File: config.mk
export PLATFORM = sky130hd
export DESIGN_NAME = nrpc_ctrl
export DESIGN_NICKNAME = d
export VERILOG_FILES = /design/src/sv/nrpc_pkg.sv /design/src/sv/nrpc_ctrl.sv
export SDC_FILE = /design/constraint.sdc
export NUM_CORES = 1
export LEC_CHECK = 0
export BUFFER_PORTS_ARGS = -buffer_cell sky130_fd_sc_hd__buf_2
export CORE_AREA = 4 4 41 43
export DETAILED_ROUTE_END_ITERATION = 16
export DIE_AREA = 0 0 45 47
export REMOVE_ABC_BUFFERS = 1
export SYNTH_ARGS = -nofsm -noshare
export SYNTH_HDL_FRONTEND = slang
export SYNTH_SLANG_ARGS = --single-unit
File: constraint.sdc
create_clock -name clk_i -period 1.9 [get_ports clk_i]
set_clock_uncertainty 0.2 [all_clocks]
set_input_delay 0.57 -clock clk_i [delete_from_list [all_inputs] [get_ports clk_i]]
set_output_delay 0.57 -clock clk_i [all_outputs]
set_load 0.005 [all_outputs]
File: src/sv/nrpc_pkg.sv
// nrpc_pkg: shared types and constants for the napot region permission check unit
// no dependencies; imported by the interfaces, controller, datapath and top level
package nrpc_pkg;

  localparam int SLOT_FIELD_W = 5;
  localparam int ADDR_FIELD_W = 64;
  localparam int ORDER_W      = 7;
  localparam int PERM_W       = 3;
  localparam int PRIV_W       = 2;

  localparam logic        KIND_WRITE   = 1'b0;
  localparam logic        KIND_CHECK   = 1'b1;
  localparam logic [1:0]  MACHINE_MODE = 2'd3;

  typedef enum logic {
    ST_IDLE,
    ST_SCAN
  } state_e;

  // controller to datapath
  typedef struct packed {
    logic write;    // load one table entry from the request
    logic start;    // capture check request, read slot 0
    logic advance;  // read next slot
    logic finish;   // load result register
  } cmd_t;

  // datapath to controller
  typedef struct packed {
    logic scan_done;  // current slot hits, ends the list, or is the last one
  } status_t;

endpackage

File: src/sv/nrpc_ctrl.sv
// nrpc_ctrl: request/scan sequencer and result valid register
// depends on nrpc_pkg (state_e, cmd_t, status_t, request kinds)
module nrpc_ctrl (
  input  logic              clk_i,
  input  logic              rst_ni,
  input  logic              req_valid_i,
  input  logic              req_kind_i,
  output logic              req_ready_o,
  output logic              rsp_valid_o,
  input  logic              rsp_ready_i,
  input  nrpc_pkg::status_t status_i,
  output nrpc_pkg::cmd_t    cmd_o
);
  import nrpc_pkg::*;

  state_e state_q, state_d;
  logic   rsp_valid_q, rsp_valid_d;

  always_ff @(posedge clk_i or negedge rst_ni) begin
    if (!rst_ni) begin
      state_q     <= ST_IDLE;
      rsp_valid_q <= 1'b0;
    end else begin
      state_q     <= state_d;
      rsp_valid_q <= rsp_valid_d;
    end
  end

  always_comb begin
    state_d     = state_q;
    rsp_valid_d = rsp_valid_q && !rsp_ready_i;
    cmd_o       = '0;
    req_ready_o = 1'b0;
    case (state_q)
      ST_IDLE: begin
        req_ready_o = 1'b1;
        if (req_valid_i) begin
          if (req_kind_i == KIND_CHECK) begin
            cmd_o.start = 1'b1;
            state_d     = ST_SCAN;
          end else begin
            cmd_o.write = 1'b1;
          end
        end
      end
      ST_SCAN: begin
        if (status_i.scan_done) begin
          // hold the finished scan until the result register is free
          if (!rsp_valid_q || rsp_ready_i) begin
            cmd_o.finish = 1'b1;
            rsp_valid_d  = 1'b1;
            state_d      = ST_IDLE;
          end
        end else begin
          cmd_o.advance = 1'b1;
        end
      end
      default: begin
        state_d = ST_IDLE;
      end
    endcase
  end

  assign rsp_valid_o = rsp_valid_q;

endmodule

== Word-level counts from Yosys, hierarchy flattened ==
Index checks and enable logic that the tools add are counted.
Storage, ports and cells
  bits in registers: 2
  latch bits: 0
  RAM bits: 0
  memory bits (read-only): 0
  input bits: 6
  output and inout port bits: 6
  logic and storage cells: 23
  memories kept: 0
Cells by class
  add/subtract/negate cells: 0
  multipliers: 0
  div/mod/pow operators: 0
  $lt $le $gt $ge: 0
  equality and inequality tests: 0
  shift-type cells: 0
  mux-type cells: 16
  bitwise gates (word level): 1
  reduce and logical (&&, ||, !) cells: 4
Operator list (number)
  two-way mux 1 bit: 12
  two-way mux 2 bit: 3
  logical NOT 1 bit: 2
  case mux 1 bit (2 select lines): 1
  logical AND 1 bit: 1
  logical OR 1 bit: 1
  inverter 1 bit: 1

== Longest topological paths before layout ==
Gate-level depths: netlist of the first run.
  word-level depth: 5
  depth in mapped cells: 2
  gate-level depth less buffers: 2

== Worst setup path before layout of the first run ==
OpenSTA, ideal clock, no wires.
  path type: in2out
  from: input rsp_ready_i
  to: output cmd_o[0] (netlist bit)
  data arrival time: 0.820 ns
  path slack: 0.310 ns
  cell stages on the path: 2
  path buffers: 0
  cells stage by stage: nand2b_4 > nor2b_1
RTL lines
  start: declaration: RTL line nrpc_ctrl.sv:10  | input logic rsp_ready_i,
  end: declaration: RTL line nrpc_ctrl.sv:12  | output nrpc_pkg::cmd_t cmd_o

==> run_results.csv, run 1 <==
group,metric,value,unit
timing,tightest_slew,0.160,ns
cells_and_area,drive_gt1_frac,0.593,
synth,synth_commonest_cells,"dfrtp_1, nand2_1",
critical_path,critPathSlowestCell,"nand2b_4",
timing,report.final.setup_viol,0,
routing,vias,136,
synth,synth_area_leader_cell,"dfrtp_1",
global_routing,grt_pass1_vias,131,
die,row_count,13,
synth,synthesis.instances,12,
critical_path,crit_type,"in -> out",
cells_and_area,area_growth,96.6,%
clock_network,clock_path_buffers,2,
die,core_area,1300,sq um
global_routing,grt_usage,0.0474,
placed_design,dp_cells,38,
clock_network,clk_pin_slew,0.03,ns
clock_network,ctsResizeCount,0,
global_routing,grt_overflow,0,
global_routing,antenna_found_initial,0,
synth,synth_xor_area_frac,0,
placed_design,portBuffers,11,
placed_design,place_congestion,0.619,
cells_and_area,instances_no_fill,42,
clock_network,clkSinkCount,2,
critical_path,crit_path_end_kind,"primary output",
synth,synth_mux_area_frac,0,
critical_path,required,1.13,ns
global_routing,grt_max_degree,6,
synth,synth_fa_ha_area_frac,0,
job,maxCapViolations,0,
timing,finalHoldViolCount,0,
synth,synthSimpleGateAreaFrac,0.409,
critical_path,start_kind,"primary input",
die,start_util,0.0846,
synth,synthesis.area,110,sq um
synth,synth-edff-count,0,
global_routing,grt_pass1_wl,572,um
timing,period_share,0.952,
routing,first_pass_iters,2,
critical_path,r2r_setup_slack,0.96,ns
timing,slew_headroom,0.893,
clock_network,cts_buffers,3,
critical_path,arrival,1.04,ns
clock_network,postCtsSetupBuffers,0,
cells_and_area,diodes,0,
critical_path,critPathBufInv,2,
synth,ys.flop_type,"dfrtp_1",
timing,max_freq,553,MHz
synth,ys_seq_elements,2,
synth,synth.top_cell.area_share,0.455,
clock_network,htreeDepth,1,
critical_path,slowest_delay,0.13,ns
synth,synth.avg_cell_area,9.18,sq um
clock_network,postCtsHoldBufs,1,
pwr,post-layout-total-power,0.244,mW
timing,rsz0062_at_grt,"no",
critical_path,worstPathCellList,"buf_2 -> nand2b_4 -> nor2b_1 -> buf_2",
synth,yosysSeqAreaShare,0.455,
clock_network,cts_root_buf,"clkbuf_4",
cells_and_area,final_util,0.166,
synth,synth_cell_type_count,10,
die,io_pins,12,
die,fp.dieW,45,um
die,dieArea,2120,sq um
synth,synth_top_family_by_area,"simple AND/OR/NAND/NOR gates",
routing,drt_iter0_markers,1,
pwr,p_per_area,1130,nW/um^2
die,die_h,47,um
routing,drcViolationCount,0,
synth,ys_async_sr_fraction,1.00,
synth,ys_warn_count,0,
timing,fin_setup_tns,0,ns
critical_path,critPathMaxFanout,3,
routing,via_per_inst,3.24,
synth,synth-compound-area-share,0.102,
pwr,p_leak,0.123,nW
timing,finalCriticalPeriod,1.81,ns
timing,finalMaxSlewViolations,0,
routing,postRouteAntennaNets,0,
routing,wl_per_cell,8.40,um
critical_path,cp_top_family,"simple AND/OR/NAND/NOR gates",
clock_network,cts_tree,"yes",
pwr,ir_drop,0.359,mV
clock_network,insertion_delay,0.23,ns
cells_and_area,fin_nets,35,
critical_path,critPathMostFrequentCell,"buf_2",
run_status,status,"complete, no violations",
timing,holdWs,0.345,ns
synth,synth.area.top_cells,"dfrtp_1, nand2b_4, nand2_1",
hold_path,hold_class,"reg -> reg",
routing,wl,353,um
[layout make-up]
cell class	instances	area (sq um)
multi-input combinational	9	56.3
fill	157	1080
sequential	2	50.0
tap	15	18.8
clock buffer	3	22.5
timing repair buffer	12	65.1
inverter	1	3.75
[kinds of logic after synthesis]
| logic type | after synthesis |
|---|---|
| AOI/OAI and AO/OA | 2 |
| buffers and inverters | 1 |
| DFF | 2 |
| and+or+nand+nor | 7 |
[registers in the layout (all words and copies together) (netlist names)]
signal	cells
state_q	1
rsp_valid_o	1
[stage by stage]
stage / setup slack (ns) / area, sq um
floorplan: 0.310 / 110
global placement: 0.0843 / 184
detailed placement: 0.0856 / 184
CTS: 0.0856 / 216
global route: 0.0650 / 216
finish: 0.0909 / 216
[routing by layer]
layer	up-vias	global-route usage	share of wire
met3	0	0.0460	0.23
met5	-	0	0
met4	0	0.0702	0
li1	72	-	-
met1	52	0.0524	0.47
met2	12	0.0367	0.29
[report_power, final]
| group | internal, mW | switching [mW] |
|---|---|---|
| clock | 0.0698 | 0.0255 |
| combinational | 0.0400 | 0.0345 |
| sequential | 0.0570 | 0.0168 |
[tightest hold or removal path, delay by kind of cell, from the launching register on]
kind / cells / cell delay, ns
simple gates: 2 / 0.13
flops: 1 / 0.38
[path summary, 6_finish.rpt]
kind,depth (start not counted),start,end
min,2,rsp_valid_o,rsp_valid_o
min in group asynchronous,2,rst_ni,rsp_valid_o
min reg2reg,2,rsp_valid_o,rsp_valid_o
max,4,rsp_ready_i,cmd_o[0]
max reg2reg,2,state_q,state_q
max in group asynchronous,2,rst_ni,state_q
[cells in the final DEF, fill, tap and decap left out]
cell type	Yosys	final
buf_2	0	11
inv_2	1	1
dlygate4sd3_1	0	1
dfrtp_1	2	2
nor2_1	1	1
nor2b_1	1	1
nor3b_1	1	1
a31oi_1	1	1
and3_1	1	1
nand2_1	2	2
a21oi_1	1	1
nand2b_4	1	1
clkbuf_4	0	3
Power figures use the tool's default switching activity.
==> run 2: changes to the inputs <==
- CORE_AREA: 4 4 41 43 -> 10 10 47 49
- DIE_AREA: 0 0 45 47 -> 0 0 57 59
==> run 2 against run 1 <==
  * Register-to-register slack is essentially flat
  * Final area increased by 0.58%
  * Sequential power grew 1%
  * Critical path depth unchanged
  * Core utilization decreased by 1.1 points
  * Critical endpoint unchanged
==> run_results.csv, run 2 (synthesis results as in run 1) <==
group,metric,value,unit
run_status,status,"complete, no violations",
critical_path,start_kind,"primary input",
timing,timing.final.ws_setup,0.0859,ns
clock_network,ctsResizeCount,0,
hold_path,hold_end,"rsp_valid_o",
global_routing,grt_usage,0.0307,
routing,drcViolationCount,0,
hold_path,min_from,"rsp_valid_o",
die,fp.dieW,57,um
die,start_util,0.0786,
global_routing,grt_pass1_wl,669,um
placed_design,dp_cells,39,
clock_network,postCtsSetupBuffers,0,
cells_and_area,final_util,0.155,
cells_and_area,area_growth,97.7,%
global_routing,grt_pass1_vias,151,
timing,fin_setup_tns,0,ns
clock_network,clkSinkCount,2,
die,core_area,1400,sq um
placed_design,dp_slack,0.0830,ns
job,maxCapViolations,0,
critical_path,reg2regPathDepth,2,
timing,finalHoldViolCount,0,
hold_path,min_path_cells,2,
cells_and_area,instances_no_fill,43,
critical_path,r2r_setup_slack,0.96,ns
pwr,p_per_area,1130,nW/um^2
critical_path,slowest_delay,0.13,ns
cells_and_area,final_common_cell,"buf_2",
timing,report.final.setup_viol,0,
timing,max_freq,551,MHz
placed_design,portBuffers,11,
timing,rsz0062_at_grt,"no",
routing,wl_per_cell,9.93,um
clock_network,htreeDepth,1,
timing,tightest_slew,0.164,ns
clock_network,postCtsHoldBufs,1,
timing,finalCriticalPeriod,1.81,ns
critical_path,crit_path_end_kind,"primary output",
placed_design,place.detailed.hpwl,342,um
clock_network,clock_path_buffers,2,
routing,postRouteAntennaNets,0,
global_routing,grt_max_degree,6,
timing,slew_headroom,0.891,
die,dieArea,3360,sq um
timing,finalMaxSlewViolations,0,
die,io_pins,12,
placed_design,place_congestion,0.618,
pwr,ir_drop,0.247,mV
critical_path,r2r_start,"state_q",
timing,period_share,0.955,
clock_network,cts_buffers,3,
cells_and_area,fin_nets,35,
clock_network,cts_tree,"yes",
routing,vias,149,
cells_and_area,diodes,0,
critical_path,required,1.13,ns
critical_path,worstPathCellList,"buf_2 -> nand2b_4 -> nor2b_1 -> buf_2",
global_routing,antenna_found_initial,0,
cells_and_area,final_cell_mix,"buf_2, clkbuf_4, nand2_1, dfrtp_1",
critical_path,arrival,1.04,ns
critical_path,critPathMostFrequentCell,"buf_2",
critical_path,critPathSlowestCell,"nand2b_4",
routing,via_per_inst,3.47,
routing,drt_iter0_markers,6,
cells_and_area,fillers,170,
clock_network,cts_root_buf,"clkbuf_4",
global_routing,grt_overflow,0,
die,row_count,14,
clock_network,insertion_delay,0.23,ns
critical_path,crit_type,"in -> out",
routing,first_pass_iters,4,
routing,wl,427,um
hold_path,hold_class,"reg -> reg",
critical_path,critPathMaxFanout,3,
cells_and_area,drive_gt1_frac,0.593,
critical_path,crit-reg2reg-capture,"state_q",
pwr,p_leak,0.123,nW
die,die_h,59,um
clock_network,clk_pin_slew,0.03,ns
-- run 2: cell counts in the layout (fill, tap and decap cells not counted) --
Identical to the previous run, type by type.
-- run 2: report_power, final --
group / switching (mW) / total [mW] / leakage [nW] / internal, mW
Combinational: 0.0361 / 0.0761 / 0.0851 / 0.0400
Sequential: 0.0178 / 0.0748 / 0.0238 / 0.0570
Clock: 0.0262 / 0.0960 / 0.0138 / 0.0699
-- run 2: cell type report --
type / count / area, sq um / area share
Clock buffer: 3 / 22.5 / 0.103
Multi-Input combinational cell: 9 / 56.3 / 0.259
Sequential cell: 2 / 50.0 / 0.230
Timing Repair Buffer: 12 / 65.1 / 0.299
Inverter: 1 / 3.75 / 0.0172
Tap cell: 16 / 20.0 / 0.0920
-- run 2: metrics by stage --
step                instance area [sq um]  power [mW]  hold WS [ns]
global placement                      185       0.149         0.157
CTS                                   218       0.256         0.356
detailed placement                    185       0.151         0.158
floorplan                             110       0.108        0.0744
global route                          218       0.277         0.376
finish                                218       0.247         0.344
-- run 2: how the worst max path moves through the flow --
stage / startpoint / end / cells past startpoint
2_1_floorplan: rsp_ready_i / cmd_o[0] / 2
3_3_place_gp: rsp_ready_i / cmd_o[0] / 4
3_5_place_dp: rsp_ready_i / cmd_o[0] / 4
4_1_cts: rsp_ready_i / cmd_o[0] / 4
5_1_grt: state_q / cmd_o[3] / 2
6_report: rsp_ready_i / cmd_o[0] / 4
-- run 2: worst max-delay path, delay by kind of cell --
kind / cells / cell delay (ns)
buffers and inverters: 2 / 0.21
and+or+nand+nor: 2 / 0.26
-- run 2: metal layers --
| layer | share of wire | GRT usage | wire length, um |
|---|---|---|---|
| met1 | 0.41 | 0.0310 | 176 |
| met2 | 0.22 | 0.0124 | 96 |
| met3 | 0.36 | 0.0601 | 155 |
| met4 | 0 | 0.0302 | 0 |
| met5 | 0 | 0 | 0 |
